## config.mk

```make
export PLATFORM = sky130hd
export DESIGN_NAME = brt_fifo
export DESIGN_NICKNAME = d
export VERILOG_FILES = /design/src/hdl/brt_pkg.sv /design/src/hdl/brt_fifo.sv
export SDC_FILE = /design/constraint.sdc
export NUM_CORES = 1
export LEC_CHECK = 0
export BUFFER_PORTS_ARGS = -buffer_cell sky130_fd_sc_hd__buf_2
export CORE_MARGIN = 3
export CORE_UTILIZATION = 50
export CTS_CLUSTER_SIZE = 8
export DETAILED_ROUTE_END_ITERATION = 12
export PLACE_DENSITY = 0.74
export SLEW_MARGIN = 20
export SYNTH_ARGS = -nofsm -noshare
export SYNTH_HDL_FRONTEND = slang
export SYNTH_SLANG_ARGS = --single-unit
```

## constraint.sdc

```tcl
create_clock -name aclk -period 1.9 [get_ports aclk]
set_input_delay 0.19 -clock aclk [delete_from_list [all_inputs] [get_ports aclk]]
set_output_delay 0.19 -clock aclk [all_outputs]
set_load 0.02 [all_outputs]
```

## src/hdl/brt_pkg.sv

```systemverilog
// Shared types, constants and the edge decision for the binary Roberts edge detector.
// No dependencies; imported by every module of the block.
`timescale 1ns / 1ps
`default_nettype none

package brt_pkg;

    localparam int MAX_WIDTH  = 2048;
    localparam int COL_W      = $clog2(MAX_WIDTH);
    localparam int EW_W       = COL_W + 1;
    localparam int ROW_W      = 13;
    localparam int REG_W      = 12;
    localparam int PIX_W      = 8;
    localparam int CFG_IDX_W  = 1;
    localparam int FIFO_DEPTH = 4;
    localparam int FIFO_PTR_W = $clog2(FIFO_DEPTH);
    localparam int FIFO_CNT_W = FIFO_PTR_W + 1;

    localparam logic [CFG_IDX_W-1:0] CFG_IMAGE_WIDTH  = 1'b0;
    localparam logic [CFG_IDX_W-1:0] CFG_IMAGE_HEIGHT = 1'b1;

    localparam logic [REG_W-1:0] WIDTH_RESET  = 12'd640;
    localparam logic [REG_W-1:0] HEIGHT_RESET = 12'd480;

    localparam logic [PIX_W-1:0] PIX_BLACK = 8'h00;
    localparam logic [PIX_W-1:0] PIX_WHITE = 8'hFF;

    typedef struct packed {
        logic             cur;
        logic [COL_W-1:0] addr;
        logic             emit;
        logic             last;
        logic             top_ok;
        logic             bot_ok;
        logic             left_ok;
        logic             right_ok;
    } item_t;

    typedef struct packed {
        logic             last;
        logic [PIX_W-1:0] edge_pixel;
    } result_t;

    // win bit 3*k+t: k = 0 right column .. 2 left column, t = 0 top row .. 2 bottom row
    function automatic logic brt_edge(input logic [8:0] win, input item_t it);
        logic [8:0] mask;
        logic [8:0] p;
        logic [1:0] m [4];
        logic [2:0] a;
        logic [2:0] b;
        mask = 9'h1FF;
        if (!it.top_ok) begin
            mask = mask & ~9'b001_001_001;
        end
        if (!it.bot_ok) begin
            mask = mask & ~9'b100_100_100;
        end
        if (!it.right_ok) begin
            mask = mask & ~9'b000_000_111;
        end
        if (!it.left_ok) begin
            mask = mask & ~9'b111_000_000;
        end
        p = win & mask;
        // centre p[4], right p[1], below p[5], below-right p[2], up-left p[6],
        // up p[3], left p[7], up-right p[0], down-left p[8]
        m[0] = {1'b0, p[4] ^ p[2]} + {1'b0, p[1] ^ p[5]};
        m[1] = {1'b0, p[4] ^ p[6]} + {1'b0, p[3] ^ p[7]};
        m[2] = {1'b0, p[4] ^ p[0]} + {1'b0, p[1] ^ p[3]};
        m[3] = {1'b0, p[4] ^ p[8]} + {1'b0, p[5] ^ p[7]};
        a = '0;
        b = '0;
        for (int i = 0; i < 4; i++) begin
            if (m[i] == 2'd2) begin
                b = b + 3'd1;
            end else if (m[i] == 2'd1) begin
                a = a + 3'd1;
            end
        end
        return (b >= 3'd2) || (b == 3'd1 && a >= 3'd1) || (b == 3'd0 && a >= 3'd3);
    endfunction

endpackage

`default_nettype wire

```

## src/hdl/brt_fifo.sv

```systemverilog
// Result queue between the back end and the output channel.
// Depends on brt_pkg.
`timescale 1ns / 1ps
`default_nettype none

module brt_fifo (
    input  wire                            aclk,
    input  wire                            aresetn,
    input  wire                            push,
    input  wire  brt_pkg::result_t         push_data,
    output logic [brt_pkg::FIFO_CNT_W-1:0] count,
    output logic                           out_valid,
    input  wire                            out_ready,
    output brt_pkg::result_t               out_data
);
    import brt_pkg::*;

    result_t                 entry_reg [FIFO_DEPTH];
    logic [FIFO_PTR_W-1:0]   wr_ptr_reg;
    logic [FIFO_PTR_W-1:0]   rd_ptr_reg;
    logic [FIFO_CNT_W-1:0]   count_reg, count_next;
    logic                    pop;

    assign pop = out_valid && out_ready;

    always_comb begin
        count_next = count_reg;
        if (push && !pop) begin
            count_next = count_reg + FIFO_CNT_W'(1);
        end else if (pop && !push) begin
            count_next = count_reg - FIFO_CNT_W'(1);
        end
    end

    always_ff @(posedge aclk) begin
        if (!aresetn) begin
            wr_ptr_reg <= '0;
            rd_ptr_reg <= '0;
            count_reg  <= '0;
        end else begin
            if (push) begin
                wr_ptr_reg <= wr_ptr_reg + FIFO_PTR_W'(1);
            end
            if (pop) begin
                rd_ptr_reg <= rd_ptr_reg + FIFO_PTR_W'(1);
            end
            count_reg <= count_next;
        end
    end

    always_ff @(posedge aclk) begin
        if (push) begin
            entry_reg[wr_ptr_reg] <= push_data;
        end
    end

    assign count     = count_reg;
    assign out_valid = (count_reg != '0);
    assign out_data  = entry_reg[rd_ptr_reg];

endmodule

`default_nettype wire

```

* Word level (Yosys, flattened, before mapping) *
Memory sizes are Yosys's and may differ from the RTL's. A register that Yosys moved wholly into a read port is not among the register bits.
Cells that the tools add are included.

cells by class
  reduce and logical (&&, ||, !) cells = 7
  div/mod/pow operators = 0
  $lt $le $gt $ge = 0
  equality and inequality tests = 0
  multiply operators = 0
  muxes and demuxes = 6
  add/sub/neg operators = 4
  bitwise operators = 0
  shift operators = 0

operators by type and width
  operator                                                            number
  3-bit 2-to-1 mux                                                    2
  2-bit by 1-bit adder with 2-bit output, second input constant       2
  2-bit 2-to-1 mux                                                    2
  3-bit by 1-bit adder with 3-bit output, second input constant       1
  1-bit logical AND                                                   3
  3-bit nonzero test                                                  1
  3-bit by 1-bit subtractor with 3-bit output, second input constant  1
  1-bit zero test                                                     2
  1-bit 2-to-1 mux                                                    2
  2-bit nonzero test                                                  1

word-level totals
  register bits after elaboration = 7
  memory bits (writable) = 36
  memories = 1
  word-level logic and storage cells = 21
  latch bits = 0
  memory bits (read-only) = 0

memories
  memory     depth  width  read ports  clocked after memory_dff  wr ports  line            text
  entry_reg  4      9      1           1                         1         brt_fifo.sv:18  result_t entry_reg [FIFO_DEPTH];

* Logic depth before layout (Yosys ltp) *
  depth after elaboration = 5
  depth in mapped cells = 7
  depth with buffers taken out = 7

* Least setup slack after synthesis *
OpenSTA, ideal clock, no wires.

  kind = register -> register
  start = register count_reg[1], in the netlist count[1]
  end = register count_reg[2], in the netlist count[2]
  clock period less this slack = 2.000 ns
  cell stages (with the launch flop) = 8
  buffers on the path = 0
  setup time = 0.076 ns
  arrival time = 1.925 ns
  setup slack = -0.100 ns
  required time = 1.824 ns
  cells stage by stage = dfxtp_1 o31ai_4 ha_1 inv_1 fa_1 xor2_1 or3_1 a21boi_0

on the way
  cells in the longest elaborated chain, start to end = 5

ends and longest elaborated chain
  what                                                                                                 line            text
  start: declaration                                                                                   brt_fifo.sv:21  logic [FIFO_CNT_W-1:0] count_reg, count_next;
  start signal: assignment                                                                             brt_fifo.sv:47  count_reg <= count_next;
  parallel branches: the longest is 5 deep, another holds 3-bit by 1-bit subtractor with 3-bit output  -

Parallel ways; which one is timed is not known. The select of a mux whose other input is x is not followed.
A chain may end at the register's enable or synchronous reset.

* Worst setup path in the final report *
Same ends and word-level chain as after synthesis.

==> metrics.md <==
| Metric | Value |
|---|---|
| CTS tree | `built` |
| First drt pass iteration count | `4` |
| Fin cells | `170` |
| Std cell rows | `20` |
| Peak supply drop | `694.1 uV` |
| Crit path time final | `1.841 ns` |
| Total CTS buffers | `5` |
| Final GP Congestion | `0.6469` |
| Core footprint | `3203 um^2` |
| R2R Path Start | `count[1]` |
| Post-CTS Hold Buffers | `0` |
| FF/Latch Area | `1271 um^2` |
| Largest net degree at the start of global routing | `14` |
| Final Hold Vio Count | `0` |
| Syn_area_per_cell | `19.84 um^2` |
| DIE WIDTH | `65.42 um` |
| Inst Count DP | `161` |
| Die span in y | `65.42 um` |
| Number of routed nets with antenna violations | `0` |
| Via density per instance | `5.106` |
| Crit path kind | `reg -> reg` |
| Final setup TNS | `0 ns` |
| Synth cell types | `19` |
| Final worst slack | `0.05921 ns` |
| Synth warn | `0` |
| Diodes inserted | `0` |
| Most common cell after layout, fill and taps aside | `edfxtp_1` |
| Fill cells | `263` |
| Unrepaired setup endpoints after global routing | `yes` |
| Number of global-route vias before repair | `908` |
| DR DRC count | `0` |
| Post-route cell area | `2073 um^2` |
| Htree depth | `2` |
| Post-Place Setup Slack | `-0.02338 ns` |
| Layout cell share with drive strength beyond 1 | `44.44%` |
| Net Count, Synth | `108` |
| Sink Count | `45` |
| Slew @ Worst Pin | `0.4726 ns` |
| Peak Freq | `543.2 MHz` |
| Worst path arrival time | `2.11 ns` |
| Fin crit share | `96.88%` |
| Vias post-DR | `868` |
| # IOs | `26` |
| Per-cell routed wire length | `15.67 um` |
| Cell area after synthesis | `1765 um^2` |
| Final worst clock skew | `0.008897 ns` |
| Pwr Density | `1245 nW/um^2` |
| Post-synthesis register bit count | `45` |
| Max cap viols | `0` |
| Multi-input gate area | `486.7 um^2` |
| Max reg flops | `36` |
| Worst setup startpoint | `count[1]` |
| Relative slew margins | `68.49%` |
| Final Max Slew Viols | `0` |
| Worst-path clk slew | `0.11 ns` |
| Initial DRC count | `24` |
| WL final | `2664 um` |
| Clock Latency Late Sink | `0.34 ns` |
| DP Area | `1983 um^2` |
| Clock tree root buffer cell | `clkbuf_4` |
| Area grow syn2layout | `17.43%` |
| Most frequent cells in the layout | `36 x edfxtp_1, 25 x buf_2, 9 x mux4_2, 9 x and2_1` |
| Register area share after synthesis | `71.44%` |
| Hold Path Origin | `push_data[6]` |
| GR Util All Layers | `14.61%` |
| Nets@finish | `144` |
| Final setup fails | `0` |
| Worst-path fanout max | `2` |
| First-pass GRT wire length | `4450 um` |
| Leak pwr | `0.0007483 uW` |
| HP Class | `in -> reg` |
| Die ar. | `4280 um^2` |
| Initial antenna violation count | `0` |
| Worst-case hold slack | `0.05513 ns` |
| Buffer depth of the longest clock path | `2` |
| Port bufs | `25` |
| HPWL Detailed | `1916 um` |
| Syn Inst Count | `89` |
| Initial Util | `55.12%` |
| Status | `finished, final reports clean` |
| Crit end category | `flip-flop` |
| Total grt overflow | `0` |
| Worst setup SP type | `flip-flop` |
| Worst Path Required | `2.17 ns` |
==> area by class of cell <==
class / instances / area share, %
inverters: 3 / 0.5431
well taps: 44 / 2.655
flip-flops and latches: 45 / 61.32
clock inverters: 2 / 1.629
clock buffers: 6 / 1.992
multi-input cells: 39 / 23.48
repair buffers: 31 / 8.389
==> cells in the mapped netlist <==
cell	instances	area, um^2
a21boi_0	1	7.510
and2_1	9	56.30
buf_4	1	7.510
clkbuf_1	1	3.750
dfxtp_1	9	180.2
edfxtp_1	36	1081
fa_1	1	20.02
ha_1	5	62.56
inv_1	3	11.26
mux2i_1	2	20.02
mux4_2	9	202.7
nor2b_1	2	12.51
o21ai_0	1	5.000
o311ai_2	1	16.27
o31ai_4	1	21.27
or3_1	1	6.260
or3_2	1	7.510
xnor2_1	3	26.28
xor2_1	2	17.52
==> worst paths after layout <==
path,to,slack (ns),cells after the start
worst min-delay path,entry_reg[1][6],0.06,1
worst max register to register,count[2],0.06,7
worst max-delay path,count[2],0.06,7
worst min register to register,wr_ptr_reg[1],0.56,2
==> kinds of logic (layout without fill, tap and decap cells) <==
| family | Yosys count | in the layout | share of synthesized area, % |
|---|---|---|---|
| and+or+nand+nor | 13 | 13 | 4.678 |
| muxes | 11 | 11 | 12.61 |
| AOI/OAI and AO/OA | 4 | 4 | 2.835 |
| buffers and inverters | 5 | 42 | 1.276 |
| xor gates and xnor gates | 5 | 5 | 2.481 |
| adders and majority gates | 6 | 6 | 4.678 |
| DFF | 45 | 45 | 71.44 |
==> what timing repair did <==
item,in CTS,in global routing
pin swaps,2,1
resized for setup,2,2
cloned,0,0
endpoints found under the hold margin,0,0
setup endpoints to repair,7,8
buffers inserted,1,0
==> metal layers <==
metal | up-vias | global-route usage, % | part of all wire [%]
li1 | 415 | - | -
met1 | 428 | 18.37 | 42
met2 | 23 | 23.77 | 52
met4 | 0 | 3.886 | 0.71
met5 | - | 0 | 0
met3 | 2 | 5.641 | 5.3
==> report_power, final <==
group	leakage [uW]	total [uW]	switching (uW)	internal, uW
registers	0.000407	1240	74.8	1170
logic	0.000302	792	396	396
clock network	0.0000399	545	271	274
total	0.000748	2580	742	1840
==> through the flow <==
step	util [%]	power, uW
2_1_floorplan	-	1806
3_3_place_gp	61.91	2027
3_5_place_dp	61.91	2049
4_1_cts	64.69	2616
5_1_grt	64.73	2726
6_report	64.73	2581
==> critical path, cell delays in order, from the launching register on <==
cell and delay [ns]:
dfxtp_2 0.35, o31ai_4 0.26, ha_2 0.22, inv_2 0.04, fa_2 0.33, xor2_1 0.15, or3_1 0.30, a21boi_1 0.13
Power figures use the tool's default switching activity.
