[src/hdl/brt_pkg.sv]
// Shared types, constants and the edge decision for the binary Roberts edge detector.
// No dependencies; imported by every module of the block.
`timescale 1ns / 1ps
`default_nettype none

package brt_pkg;

    localparam int MAX_WIDTH  = 2048;
    localparam int COL_W      = $clog2(MAX_WIDTH);
    localparam int EW_W       = COL_W + 1;
    localparam int ROW_W      = 13;
    localparam int REG_W      = 12;
    localparam int PIX_W      = 8;
    localparam int CFG_IDX_W  = 1;
    localparam int FIFO_DEPTH = 4;
    localparam int FIFO_PTR_W = $clog2(FIFO_DEPTH);
    localparam int FIFO_CNT_W = FIFO_PTR_W + 1;

    localparam logic [CFG_IDX_W-1:0] CFG_IMAGE_WIDTH  = 1'b0;
    localparam logic [CFG_IDX_W-1:0] CFG_IMAGE_HEIGHT = 1'b1;

    localparam logic [REG_W-1:0] WIDTH_RESET  = 12'd640;
    localparam logic [REG_W-1:0] HEIGHT_RESET = 12'd480;

    localparam logic [PIX_W-1:0] PIX_BLACK = 8'h00;
    localparam logic [PIX_W-1:0] PIX_WHITE = 8'hFF;

    typedef struct packed {
        logic             cur;
        logic [COL_W-1:0] addr;
        logic             emit;
        logic             last;
        logic             top_ok;
        logic             bot_ok;
        logic             left_ok;
        logic             right_ok;
    } item_t;

    typedef struct packed {
        logic             last;
        logic [PIX_W-1:0] edge_pixel;
    } result_t;

    // win bit 3*k+t: k = 0 right column .. 2 left column, t = 0 top row .. 2 bottom row
    function automatic logic brt_edge(input logic [8:0] win, input item_t it);
        logic [8:0] mask;
        logic [8:0] p;
        logic [1:0] m [4];
        logic [2:0] a;
        logic [2:0] b;
        mask = 9'h1FF;
        if (!it.top_ok) begin
            mask = mask & ~9'b001_001_001;
        end
        if (!it.bot_ok) begin
            mask = mask & ~9'b100_100_100;
        end
        if (!it.right_ok) begin
            mask = mask & ~9'b000_000_111;
        end
        if (!it.left_ok) begin
            mask = mask & ~9'b111_000_000;
        end
        p = win & mask;
        // centre p[4], right p[1], below p[5], below-right p[2], up-left p[6],
        // up p[3], left p[7], up-right p[0], down-left p[8]
        m[0] = {1'b0, p[4] ^ p[2]} + {1'b0, p[1] ^ p[5]};
        m[1] = {1'b0, p[4] ^ p[6]} + {1'b0, p[3] ^ p[7]};
        m[2] = {1'b0, p[4] ^ p[0]} + {1'b0, p[1] ^ p[3]};
        m[3] = {1'b0, p[4] ^ p[8]} + {1'b0, p[5] ^ p[7]};
        a = '0;
        b = '0;
        for (int i = 0; i < 4; i++) begin
            if (m[i] == 2'd2) begin
                b = b + 3'd1;
            end else if (m[i] == 2'd1) begin
                a = a + 3'd1;
            end
        end
        return (b >= 3'd2) || (b == 3'd1 && a >= 3'd1) || (b == 3'd0 && a >= 3'd3);
    endfunction

endpackage

`default_nettype wire

[src/hdl/brt_back.sv]
// Back end: 3x3 window shift, line buffer write-back and edge decision per centre pixel.
// Depends on brt_pkg.
`timescale 1ns / 1ps
`default_nettype none

module brt_back (
    input  wire                       aclk,
    input  wire                       aresetn,
    input  wire                       item_valid,
    input  wire  brt_pkg::item_t      item,
    input  wire  [1:0]                rd_data,
    output logic                      wr_en,
    output logic [brt_pkg::COL_W-1:0] wr_addr,
    output logic [1:0]                wr_data,
    output logic                      push,
    output brt_pkg::result_t          push_data
);
    import brt_pkg::*;

    logic [8:0] window_reg, window_next;
    logic [2:0] col;

    always_comb begin
        col         = {item.cur, rd_data[0], rd_data[1]};
        window_next = {window_reg[5:0], col};
        wr_en       = item_valid;
        wr_addr     = item.addr;
        wr_data     = {rd_data[0], item.cur};
        push        = item_valid && item.emit;
        push_data.last       = item.last;
        push_data.edge_pixel = brt_edge(window_next, item) ? PIX_BLACK : PIX_WHITE;
    end

    always_ff @(posedge aclk) begin
        if (!aresetn) begin
            window_reg <= '0;
        end else if (item_valid) begin
            window_reg <= window_next;
        end
    end

endmodule

`default_nettype wire

[config.mk]
export PLATFORM = sky130hd
export DESIGN_NAME = brt_back
export DESIGN_NICKNAME = d
export VERILOG_FILES = /design/src/hdl/brt_pkg.sv /design/src/hdl/brt_back.sv
export SDC_FILE = /design/constraint.sdc
export NUM_CORES = 1
export LEC_CHECK = 0
export BUFFER_PORTS_ARGS = -buffer_cell sky130_fd_sc_hd__buf_2
export CAP_MARGIN = 30
export CELL_PAD_IN_SITES_DETAIL_PLACEMENT = 1
export CELL_PAD_IN_SITES_GLOBAL_PLACEMENT = 2
export CORE_ASPECT_RATIO = 1.2
export CORE_MARGIN = 2
export CORE_UTILIZATION = 25
export DETAILED_ROUTE_END_ITERATION = 8
export PLACE_DENSITY = 0.89
export SLEW_MARGIN = 20
export SYNTH_ARGS = -nofsm -noshare
export SYNTH_HDL_FRONTEND = slang
export SYNTH_SLANG_ARGS = --single-unit
[constraint.sdc]
create_clock -name aclk -period 8 [get_ports aclk]
set_input_delay 1.2 -clock aclk [delete_from_list [all_inputs] [get_ports aclk]]
set_output_delay 1.2 -clock aclk [all_outputs]
set_load 0.005 [all_outputs]
# Word-level counts from Yosys, hierarchy flattened

Index checks and enable logic that the tools add are counted.

Add/subtract/negate cells: 10
$lt $le $gt $ge: 3
Eq/ne operators: 9
Multiplexer cells: 17
Bitwise logic cells: 9
Reduce and logical (&&, ||, !) cells: 6

Operators by type and width:

| cell                                                | count |
|---|---|
| 2-to-1 mux 3 bit                                    | 10 |
| adder 3 x 1 -> 3 bit, second input constant         | 6 |
| 2-to-1 mux 9 bit                                    | 2 |
| AND 9 bit                                           | 1 |
| adder 1 x 1 -> 2 bit                                | 4 |
| == test 2 x 1 -> 1 bit, second input constant       | 4 |
| == test 2 bit, second input constant                | 4 |
| 2-to-1 mux 8 bit                                    | 1 |
| bitwise XOR 1 bit                                   | 8 |
| 2-to-1 mux 7 bit                                    | 1 |
| >= comparator 3 x 2 -> 1 bit, second input constant | 2 |
| == test 3 x 1 -> 1 bit, second input constant       | 1 |
| >= comparator 3 x 1 -> 1 bit, second input constant | 1 |
| logical AND 1 bit                                   | 3 |
| logical NOT 3 bit                                   | 1 |
| 2-to-1 mux 1 bit                                    | 3 |
| logical OR 1 bit                                    | 2 |

Bits in registers: 6
Bits of input ports: 23
Output and inout bits: 24

# Logic depth before layout (Yosys ltp)

Gate-level depths: netlist (run 1).

Depth after elaboration: 24
Gate-level depth with buffers: 14

# Worst setup path before layout (run 1)

OpenSTA, ideal clock, no wires.

Kind: input to output
From: input item[2] (netlist bit)
To: output push_data[1] (netlist bit)
Arrival time: 3914 ps
Required time: 6800 ps
Slack: 2886 ps
Cell stages on the path: 14
Path through: nand2_1 -> xor2_1 -> ha_1 -> ha_1 -> mux2_4 -> ha_1 -> mux2_4 -> ha_1 -> nor2_1 -> nand3_1 -> o41ai_2 -> a211o_1 -> o311a_1 -> buf_4

RTL lines:

| what               | RTL line       | RTL |
|---|---|---|
| start: declaration | brt_back.sv:10 | `input wire brt_pkg::item_t item,` |
| end: declaration   | brt_back.sv:16 | `output brt_pkg::result_t push_data` |

==> results of run 1 <==
worst paths after layout:
| path | from | to | slack (ns) | cells after the start |
|---|---|---|---|---|
| max | item[2] | push_data[4] | 2.65 | 15 |
| min | window_reg[3] | window_reg[3] | 0.52 | 2 |
| max reg2reg | window_reg[1] | window_reg[1] | 7.21 | 2 |
| min reg2reg | window_reg[3] | window_reg[3] | 0.52 | 2 |
logic make-up after synthesis:
logic type | after synthesis | share of synthesized area [%]
buffers and inverters | 30 | 22.7
and+or+nand+nor | 27 | 16.1
xor gates and xnor gates | 14 | 15.1
adders and majority gates | 10 | 14.5
muxes | 8 | 10.4
AOI/OAI and AO/OA | 7 | 7.38
DFF | 6 | 13.9
cells in the final DEF, fill, tap and decap left out, types with 2 or more instances in the layout:
cell type,Yosys,routed
ha_1,10,10
mux2i_1,6,6
dfxtp_1,6,6
nor2_1,3,3
nand2_1,7,7
inv_1,5,5
xor2_1,7,7
nand3_1,6,6
xnor2_1,6,6
mux2_4,2,2
buf_2,0,22
nor2b_1,8,8
clkbuf_8,0,3
per-layer routing:
layer	GRT usage (%)	routed length, µm
met4	4.65	0
met2	18.2	916
met5	0	0
met3	2.84	89
met1	9.45	595
power by group through the flow:
stage	Combinational [mW]	Clock, mW	Sequential, mW
finish	0.0899	0.0443	0.0330
detailed placement	0.0909	0	0.0334
floorplan	0.0917	0	0.0325
CTS	0.0918	0.0461	0.0330
global route	0.103	0.0500	0.0331
global placement	0.0877	0	0.0333
cells in the mapped netlist:
master and n:
a211o_1 1, a21oi_1 1, a221oi_1 1, a311oi_1 1, a31oi_1 1, and2_1 1, buf_4 22, clkbuf_1 2
clkbuf_2 1, dfxtp_1 6, ha_1 10, inv_1 5, mux2_4 2, mux2i_1 6, nand2_1 7, nand2b_1 1
nand3_1 6, nor2_1 3, nor2b_1 8, nor2b_2 1, o311a_1 1, o41ai_2 1, xnor2_1 6, xor2_1 7
xor2_2 1
stage by stage:
stage          worst slack (ns)  utilization [%]  area, µm²  total power, mW  hold slack [ns]
3_3_place_gp               2.74             25.3        843            0.121            0.499
6_report                   2.65             26.5        885            0.167            0.515
4_1_cts                    2.62             26.5        885            0.171            0.518
5_1_grt                    2.42             26.5        885            0.186            0.540
2_1_floorplan              2.89                -        865            0.124            0.482
3_5_place_dp               2.64             25.3        843            0.124            0.506
worst max-delay path, cell delays in order:
cell and delay, ns:
buf_2 0.10, nand2_1 0.10, xor2_1 0.18, ha_1 0.29, ha_1 0.30, mux2_4 0.29
ha_1 0.28, mux2_4 0.30, ha_1 0.30, nor2_1 0.09, nand3_1 0.10, o41ai_2 0.07
a211o_1 0.14, o311a_1 0.26, buf_2 0.15
final cells by class:
type / instances / area [µm²] / area share, %
Timing Repair Buffer: 22 / 110 / 12.4
Multi-Input combinational cell: 66 / 548 / 62.0
Sequential cell: 6 / 120 / 13.6
Inverter: 5 / 18.8 / 2.12
Clock buffer: 3 / 41.3 / 4.67
Tap cell: 37 / 46.3 / 5.23
==> key figures, run 1 <==
Pwr
  – Pint: 0.110 mW
  – Sw power: 0.0576 mW
  – Sw frac: 34.5%
  – Peak VDD IR: 0.115 mV
  – Clock power share: 26.5%
  – Power per cell area: 189 nW/µm²
  – Seq pwr share: 19.7%
  – Gate power share: 53.8%
  – Leakage: 0.414 nW

STA
  – Slew headroom: 74.5%
  – Clock Skews: 0.000180 ns
  – Fin crit share: 66.9%
  – Final Max Slew Viols: 0
  – Final Hold Fails: 0
  – Fmax: 0.187 GHz
  – Min Tclk post-route: 5.35 ns
  – Worst-margin pin slew: 0.380 ns
  – RSZ-0062 raised after global routing: false
  – # setup viols final: 0
  – Setup TNS: 0 ns

Setup path
  – CP Launch Type: input pin
  – Setup CP Type: input pin to primary output
  – Critical Path RT: 6.80 ns
  – Crit path max fanout: 8
  – CP arrival: 4.15 ns
  – CP Capture Type: primary output

CTS
  – Root buffer cell: clkbuf_8
  – CTS Sinks: 6
  – Post_cts resized: 0
  – # hold bufs at CTS: 0
  – CTS tree: built
  – H-tree Lvls: 1
  – TritonCTS Buffers: 3
  – Post-CTS setup buffer count: 0
  – Clock transition at path regs: 0.03 ns
  – Clock Latency Late Sink: 0.22 ns
  – Clk buf depth: 2

Cells and area
  – Fill cells: 414
  – Max FFs per register: 6
  – Ant. Diodes: 0
  – Share of post-route cells with drive strength above 1: 29.4%
  – Area growth, synth to finish: 2.32%
  – Layout net count: 137
  – Final non-filler cell total: 139

Synthesis
  – Synth warn: 0
  – Mean Syn Cell Area: 8.48 µm²
  – Syn Nets: 135
  – Top cell type by total area after synthesis: buf_4
  – Yosys cell types: 25
  – Syn Std Cell Area: 865 µm²
  – Seq cells post-synth: 6
  – Seq/Total Area, Yosys: 13.9%
  – Syn Inst Count: 102
  – Synth area leaders: buf_4, ha_1, dfxtp_1, xor2_1, mux2i_1
  – Post-synth top area share: 19.1%

Run status
  – Status: finished clean

Die
  – Chip Width: 57.7 µm
  – Rows: 23
  – Die area: 3950 µm²
  – Die Span Y: 68.4 µm
  – Io pins: 47
  – Placeable core area: 3340 µm²
  – Initial core utilization: 25.9%

Global routing
  – First-pass GRT wire length: 2970 µm
  – Largest net degree at the start of global routing: 9
  – GRT Total Usage: 9.58%
  – Initial antenna violation count: 0
  – Total grt overflow: 0
  – Vias in the first global route: 690

Placement
  – Port-buffer cells: 22
  – Hpwl dp: 1450 µm
  – Placed cells: 136
  – RD Place Congestion: 0.699

Routing
  – Initial drt markers: 1
  – Total Wirelength: 1600 µm
  – Vias per inst: 4.56
  – First-pass detailed-route iteration total: 3
  – Number of routed nets with antenna violations: 0
  – Drt wl/cell: 11.5 µm
  – DRC viols: 0
  – Via count: 634

Min path
  – Min-Delay Path Class: flip-flop to flip-flop

Run
  – MaxCap Viol Count: 0
(Power assumes the default switching activity.)
==> inputs of run 2 (changes only) <==
--- a/config.mk
+++ b/config.mk
@@ -11,9 +11,9 @@
 export CELL_PAD_IN_SITES_GLOBAL_PLACEMENT = 2
 export CORE_ASPECT_RATIO = 1.2
 export CORE_MARGIN = 2
-export CORE_UTILIZATION = 25
+export CORE_UTILIZATION = 21
 export DETAILED_ROUTE_END_ITERATION = 8
-export PLACE_DENSITY = 0.89
+export PLACE_DENSITY = 0.8
 export SLEW_MARGIN = 20
 export SYNTH_ARGS = -nofsm -noshare
 export SYNTH_HDL_FRONTEND = slang
==> constraint.sdc (replaced) <==
create_clock -name aclk -period 4.5 [get_ports aclk]
set_input_delay 0.675 -clock aclk [delete_from_list [all_inputs] [get_ports aclk]]
set_output_delay 0.675 -clock aclk [all_outputs]
set_load 0.005 [all_outputs]
==> run 2 against run 1 <==
  * Core utilization down 3.2 points
  * Setup slack worse by 2.4 ns
  * Global-route usage down 2.1 points
  * Design area up 3.7%
  * Power up 83%
  * Die area up 18%
  * Sequential power up 78%
  * Worst hold slack better by 0.0056 ns
  * Highest routed layer is now met4
==> key figures, run 2 (synthesized netlist as in run 1, its figures left out) <==
Setup path
  – CP Capture Type: primary output (unchanged)
  – Worst r2r dst: window_reg[4] (was window_reg[1])
  – Worst path cell trace: buf_2 -> nand2_1 -> xor2_1 -> ha_1 -> ha_1 -> mux2_4 -> ha_1 -> mux2_4 -> ha_1 -> nor2_1 -> nand3_1 -> o41ai_2 -> a211o_1 -> o311a_4 -> buf_2 (was buf_2 -> nand2_1 -> xor2_1 -> ha_1 -> ha_1 -> mux2_4 -> ha_1 -> mux2_4 -> ha_1 -> nor2_1 -> nand3_1 -> o41ai_2 -> a211o_1 -> o311a_1 -> buf_2)
  – Setup CP Type: input pin to primary output (unchanged)
  – FF-to-FF Start: window_reg[1] (unchanged)
  – CP Launch Type: input pin (unchanged)
  – R2R cell count: 2 (unchanged)
  – Critical Path RT: 3.83 ns (was 6.80 ns)
  – CP arrival: 3.56 ns (was 4.15 ns)
  – Crit path max-delay family: adder cells (unchanged)
  – Most common cell on crit path: ha_1 (unchanged)
  – Max incr delay on CP: 0.30 ns (about the same)
  – Flop2flop setup slack: 3.71 ns (was 7.21 ns)
  – CP max stage cell: mux2_4 (was ha_1)
  – WP buf/inv: 2 (unchanged)
  – Crit path max fanout: 8 (unchanged)

STA
  – Hold Worst Slack: 0.521 ns (was 0.515 ns)
  – Fin crit share: 94.1%
  – Slew headroom: 68.5% (was 74.5%)
  – Min Tclk post-route: 4.24 ns
  – Final setup margin: 0.264 ns (was 2.65 ns)
  – # setup viols final: 0 (unchanged)
  – Clock Skews: 0.00149 ns (was 0.000180 ns)
  – Final Max Slew Viols: 0 (unchanged)
  – Final Hold Fails: 0 (unchanged)
  – Worst-margin pin slew: 0.469 ns (was 0.380 ns)
  – Fmax: 0.236 GHz
  – Setup TNS: 0 ns (unchanged)
  – RSZ-0062 raised after global routing: false (unchanged)

Cells and area
  – Ant. Diodes: 0 (unchanged)
  – Area growth, synth to finish: 6.08% (was 2.32%)
  – Post-route cell area: 917 µm² (was 885 µm²)
  – Layout net count: 137 (unchanged)
  – Most frequent cells in the layout: buf_2, ha_1, nor2b_1, nand2_1, xor2_1 (unchanged)
  – Share of post-route cells with drive strength above 1: 30.4% (was 29.4%)
  – Max FFs per register: 6 (unchanged)
  – Most common cell after layout, fill and taps aside: buf_2 (unchanged)

Global routing
  – Initial antenna violation count: 0 (unchanged)
  – Total grt overflow: 0 (unchanged)
  – Vias in the first global route: 684 (was 690)
  – First-pass GRT wire length: 2900 µm (was 2970 µm)
  – GRT Total Usage: 7.53% (was 9.58%)
  – Largest net degree at the start of global routing: 9 (unchanged)

CTS
  – CTS Sinks: 6 (unchanged)
  – Clock Latency Late Sink: 0.22 ns (about the same)
  – CTS tree: built (unchanged)
  – TritonCTS Buffers: 3 (unchanged)
  – Post-CTS setup buffer count: 0 (unchanged)
  – Root buffer cell: clkbuf_8 (unchanged)
  – Clk buf depth: 2 (unchanged)
  – H-tree Lvls: 1 (unchanged)
  – Post_cts resized: 0 (unchanged)
  – # hold bufs at CTS: 0 (unchanged)
  – Clock transition at path regs: 0.03 ns (about the same)

Routing
  – Initial drt markers: 1 (unchanged)
  – DRC viols: 0 (unchanged)
  – Number of routed nets with antenna violations: 0 (unchanged)
  – Drt wl/cell: 10.4 µm (was 11.5 µm)
  – First-pass detailed-route iteration total: 2 (was 3)
  – Vias per inst: 4.12 (was 4.56)
  – Total Wirelength: 1620 µm (was 1600 µm)
  – Via count: 642 (was 634)

Min path
  – Hold path start: window_reg[5] (was window_reg[3])
  – Hold path depth: 2 (unchanged)
  – Hold Path Sink: window_reg[5] (was window_reg[3])
  – Min-Delay Path Class: flip-flop to flip-flop (unchanged)

Run
  – MaxCap Viol Count: 0 (unchanged)

Die
  – Placeable core area: 3940 µm² (was 3340 µm²)
  – Initial core utilization: 21.9% (was 25.9%)
  – Die area: 4650 µm² (was 3950 µm²)
  – Die Span Y: 74.3 µm (was 68.4 µm)
  – Rows: 25 (was 23)
  – Io pins: 47 (unchanged)
  – Chip Width: 62.6 µm (was 57.7 µm)

Placement
  – Hpwl dp: 1420 µm (was 1450 µm)
  – Post-DP Area: 865 µm² (was 843 µm²)
  – Setup Slack @ Placement: 0.185 ns (was 2.64 ns)
  – RD Place Congestion: 0.702 (was 0.699)
  – Port-buffer cells: 22 (unchanged)

Run status
  – Status: finished clean (unchanged)

Pwr
  – Total chip power: 0.306 mW (was 0.167 mW)
  – Leakage: 0.417 nW (was 0.414 nW)
  – Power per cell area: 334 nW/µm² (was 189 nW/µm²)
  – Peak VDD IR: 0.167 mV (was 0.115 mV)
run 2: cell count changes in the layout (fill, tap and decap cells not counted):
cell / delta
o311a_1: -1
o311a_4: +1
run 2: report_power, final:
group / internal, mW / switching (mW) / total, mW / leakage [nW]
Clock: 0.0573 / 0.0214 / 0.0787 / 0.0216
Combinational: 0.0874 / 0.0817 / 0.169 / 0.346
Sequential: 0.0561 / 0.00248 / 0.0586 / 0.0492
Total: 0.201 / 0.106 / 0.306 / 0.417
run 2: worst min-delay path: cells and delay by family (launching register included):
kind	cells	cell delay, ns
simple gates	1	0.09
mux	1	0.07
flops	1	0.32
run 2: how the worst max path moves through the flow:
| stage | start | endpoint | slack (ns) | cells after the start |
|---|---|---|---|---|
| 3_5_place_dp | item[0] | push_data[2] | 0.18 | 15 |
| 4_1_cts | item[0] | push_data[2] | 0.15 | 15 |
| 5_1_grt | item[1] | push_data[4] | 0.05 | 14 |
| 3_3_place_gp | item[2] | push_data[1] | 0.30 | 15 |
| 6_report | item[2] | push_data[2] | 0.26 | 15 |
| 2_1_floorplan | item[2] | push_data[1] | 0.44 | 14 |
run 2: cell type report:
type	instances	area (µm²)
clock buffers	3	41.3
flip-flops and latches	6	120
inverters	5	18.8
multi-input cells	66	559
fillers	511	3020
repair buffers	22	110
well taps	54	67.6
run 2: routing by layer:
layer / routed length, µm / track usage, % / part of all wire, %
met5: 0 / 0 / 0
met4: 28 / 4.44 / 1.7
met3: 100 / 1.97 / 6.2
met2: 845 / 14.9 / 52
met1: 640 / 7.02 / 40
run 2: metrics by stage:
stage                     util (%)  cells
after floorplan                  -    102
after global routing          23.3    156
after detailed placement      21.9    153
after CTS                     23.0    156
final                         23.3    156
after global placement        21.9    153
==> inputs of run 3 (changes only) <==
--- a/config.mk
+++ b/config.mk
@@ -9,7 +9,7 @@
 export CAP_MARGIN = 30
 export CELL_PAD_IN_SITES_DETAIL_PLACEMENT = 1
 export CELL_PAD_IN_SITES_GLOBAL_PLACEMENT = 2
-export CORE_ASPECT_RATIO = 1.2
+export CORE_ASPECT_RATIO = 0.7
 export CORE_MARGIN = 2
 export CORE_UTILIZATION = 21
 export DETAILED_ROUTE_END_ITERATION = 8
==> run 3 against run 2 <==
  * Design area decreased by 1.5%
  * Clock skew is 0.00065 ns higher
  * Largest power group unchanged
  * First-iteration DRC count grew to 8.0 times the previous value
  * Clock power is 3.3% higher
  * Largest cell class unchanged
  * Combinational power shrank 4%
  * Global-route usage up 0.67 points
  * Via count up 0.31%
  * Sequential cell count unchanged
==> key figures, run 3 (synthesized netlist as in run 1, its figures left out) <==
Setup path
  – CP Capture Type: primary output (unchanged)
  – Most common cell on crit path: ha_1 (unchanged)
  – Flop2flop setup slack: 3.68 ns (was 3.71 ns)
  – WP buf/inv: 2 (unchanged)
  – Crit path max-delay family: adder cells (unchanged)
  – CP arrival: 3.65 ns (was 3.56 ns)
  – FF-to-FF Start: window_reg[1] (unchanged)
  – Worst path cell trace: buf_2 -> nand2_1 -> xor2_1 -> ha_1 -> ha_1 -> mux2_4 -> ha_1 -> mux2_4 -> ha_1 -> nor2_1 -> nand3_1 -> o41ai_2 -> a211o_1 -> o311a_1 -> buf_2 (was buf_2 -> nand2_1 -> xor2_1 -> ha_1 -> ha_1 -> mux2_4 -> ha_1 -> mux2_4 -> ha_1 -> nor2_1 -> nand3_1 -> o41ai_2 -> a211o_1 -> o311a_4 -> buf_2)
  – Setup CP Type: input pin to primary output (unchanged)
  – Crit path max fanout: 8 (unchanged)
  – CP max stage cell: ha_1 (was mux2_4)
  – Worst r2r dst: window_reg[1] (was window_reg[4])
  – Max incr delay on CP: 0.30 ns (about the same)
  – CP Launch Type: input pin (unchanged)
  – Critical Path RT: 3.83 ns (about the same)
  – R2R cell count: 2 (unchanged)

Run
  – MaxCap Viol Count: 0 (unchanged)

Global routing
  – Total grt overflow: 0 (unchanged)
  – GRT Total Usage: 8.20% (was 7.53%)
  – Largest net degree at the start of global routing: 9 (unchanged)
  – First-pass GRT wire length: 2930 µm (was 2900 µm)
  – Initial antenna violation count: 0 (unchanged)
  – Vias in the first global route: 645 (was 684)

CTS
  – CTS Sinks: 6 (unchanged)
  – Clock transition at path regs: 0.04 ns (was 0.03 ns)
  – # hold bufs at CTS: 0 (unchanged)
  – TritonCTS Buffers: 3 (unchanged)
  – Clock Latency Late Sink: 0.22 ns (about the same)
  – Post-CTS setup buffer count: 0 (unchanged)
  – Post_cts resized: 0 (unchanged)
  – H-tree Lvls: 1 (unchanged)
  – Root buffer cell: clkbuf_8 (unchanged)
  – Clk buf depth: 2 (unchanged)
  – CTS tree: built (unchanged)

Placement
  – Setup Slack @ Placement: 0.155 ns (was 0.185 ns)
  – Placed cells: 151 (was 153)
  – Port-buffer cells: 22 (unchanged)
  – Post-DP Area: 862 µm² (was 865 µm²)
  – RD Place Congestion: 0.720 (was 0.702)
  – Hpwl dp: 1540 µm (was 1420 µm)

Cells and area
  – Most common cell after layout, fill and taps aside: buf_2 (unchanged)
  – Area growth, synth to finish: 4.49% (was 6.08%)
  – Share of post-route cells with drive strength above 1: 29.4% (was 30.4%)
  – Core Util, Final: 22.9% (was 23.3%)
  – Layout net count: 137 (unchanged)
  – Final non-filler cell total: 154 (was 156)
  – Most frequent cells in the layout: buf_2, ha_1, nor2b_1, nand2_1, xor2_1 (unchanged)
  – Max FFs per register: 6 (unchanged)
  – Post-route cell area: 903 µm² (was 917 µm²)
  – Ant. Diodes: 0 (unchanged)

Die
  – Chip Width: 80.7 µm (was 62.6 µm)
  – Initial core utilization: 21.9% (about the same)
  – Rows: 19 (was 25)
  – Io pins: 47 (unchanged)
  – Die area: 4650 µm² (about the same)
  – Die Span Y: 57.7 µm (was 74.3 µm)
  – Placeable core area: 3950 µm² (was 3940 µm²)

Pwr
  – Power per cell area: 334 nW/µm² (about the same)
  – Peak VDD IR: 0.0985 mV (was 0.167 mV)
  – Total chip power: 0.302 mW (was 0.306 mW)
  – Leakage: 0.414 nW (was 0.417 nW)

STA
  – Final Max Slew Viols: 0 (unchanged)
  – Min Tclk post-route: 4.32 ns (was 4.24 ns)
  – Worst-margin pin slew: 0.410 ns (was 0.469 ns)
  – Final setup margin: 0.177 ns (was 0.264 ns)
  – Final Hold Fails: 0 (unchanged)
  – Setup TNS: 0 ns (unchanged)
  – Hold Worst Slack: 0.520 ns (was 0.521 ns)
  – RSZ-0062 raised after global routing: false (unchanged)
  – Fmax: 0.231 GHz (was 0.236 GHz)
  – # setup viols final: 0 (unchanged)
  – Fin crit share: 96.1% (was 94.1%)
  – Slew headroom: 72.5% (was 68.5%)
  – Clock Skews: 0.00214 ns (was 0.00149 ns)

Run status
  – Status: finished clean (unchanged)

Routing
  – First-pass detailed-route iteration total: 4 (was 2)
  – DRC viols: 0 (unchanged)
  – Initial drt markers: 8 (was 1)
  – Vias per inst: 4.18 (was 4.12)
  – Total Wirelength: 1800 µm (was 1620 µm)
  – Drt wl/cell: 11.7 µm (was 10.4 µm)
  – Via count: 644 (was 642)
  – Number of routed nets with antenna violations: 0 (unchanged)

Min path
  – Hold path start: window_reg[4] (was window_reg[5])
  – Hold Path Sink: window_reg[4] (was window_reg[5])
  – Min-Delay Path Class: flip-flop to flip-flop (unchanged)
  – Hold path depth: 2 (unchanged)
==> run 3: cell count changes in the layout (fill, tap and decap cells not counted) <==
cell / before / now
o311a_1: 0 / 1
o311a_4: 1 / 0
==> run 3: how the worst max path moves through the flow <==
| stage | endpoint | cells after the start | startpoint | slack, ns |
|---|---|---|---|---|
| 2_1_floorplan | push_data[1] | 14 | item[2] | 0.44 |
| 3_3_place_gp | push_data[1] | 15 | item[2] | 0.25 |
| 3_5_place_dp | push_data[3] | 15 | item[2] | 0.16 |
| 4_1_cts | push_data[3] | 15 | item[2] | 0.15 |
| 5_1_grt | push_data[5] | 14 | item[1] | 0.007 |
| 6_report | push_data[3] | 15 | item[2] | 0.18 |
==> run 3: routing by layer <==
layer  track usage [%]  vias to the layer above  part of all wire [%]
met5                 0                        -                     0
met4              2.91                        0                  0.55
met3              2.49                        4                   5.3
met2              14.5                       19                    49
met1              9.42                      305                    45
li1                  -                      316                     -
==> run 3: report_power, final <==
| group | internal [mW] | switching (mW) |
|---|---|---|
| combinational | 0.0814 | 0.0803 |
| sequential | 0.0560 | 0.00267 |
| clock | 0.0575 | 0.0238 |
| total | 0.195 | 0.107 |
==> run 3: layout make-up <==
class / instances / area [µm²]
flip-flops and latches: 6 / 120
repair buffers: 22 / 110
clock buffers: 3 / 41.3
well taps: 52 / 65.1
fillers: 494 / 3040
inverters: 5 / 18.8
multi-input cells: 66 / 548
==> run 3: worst register-to-register path, cell delays in order (launching register included) <==
cell and delay [ns]:
dfxtp_1 0.50, mux2i_1 0.13, nor2b_1 0.12
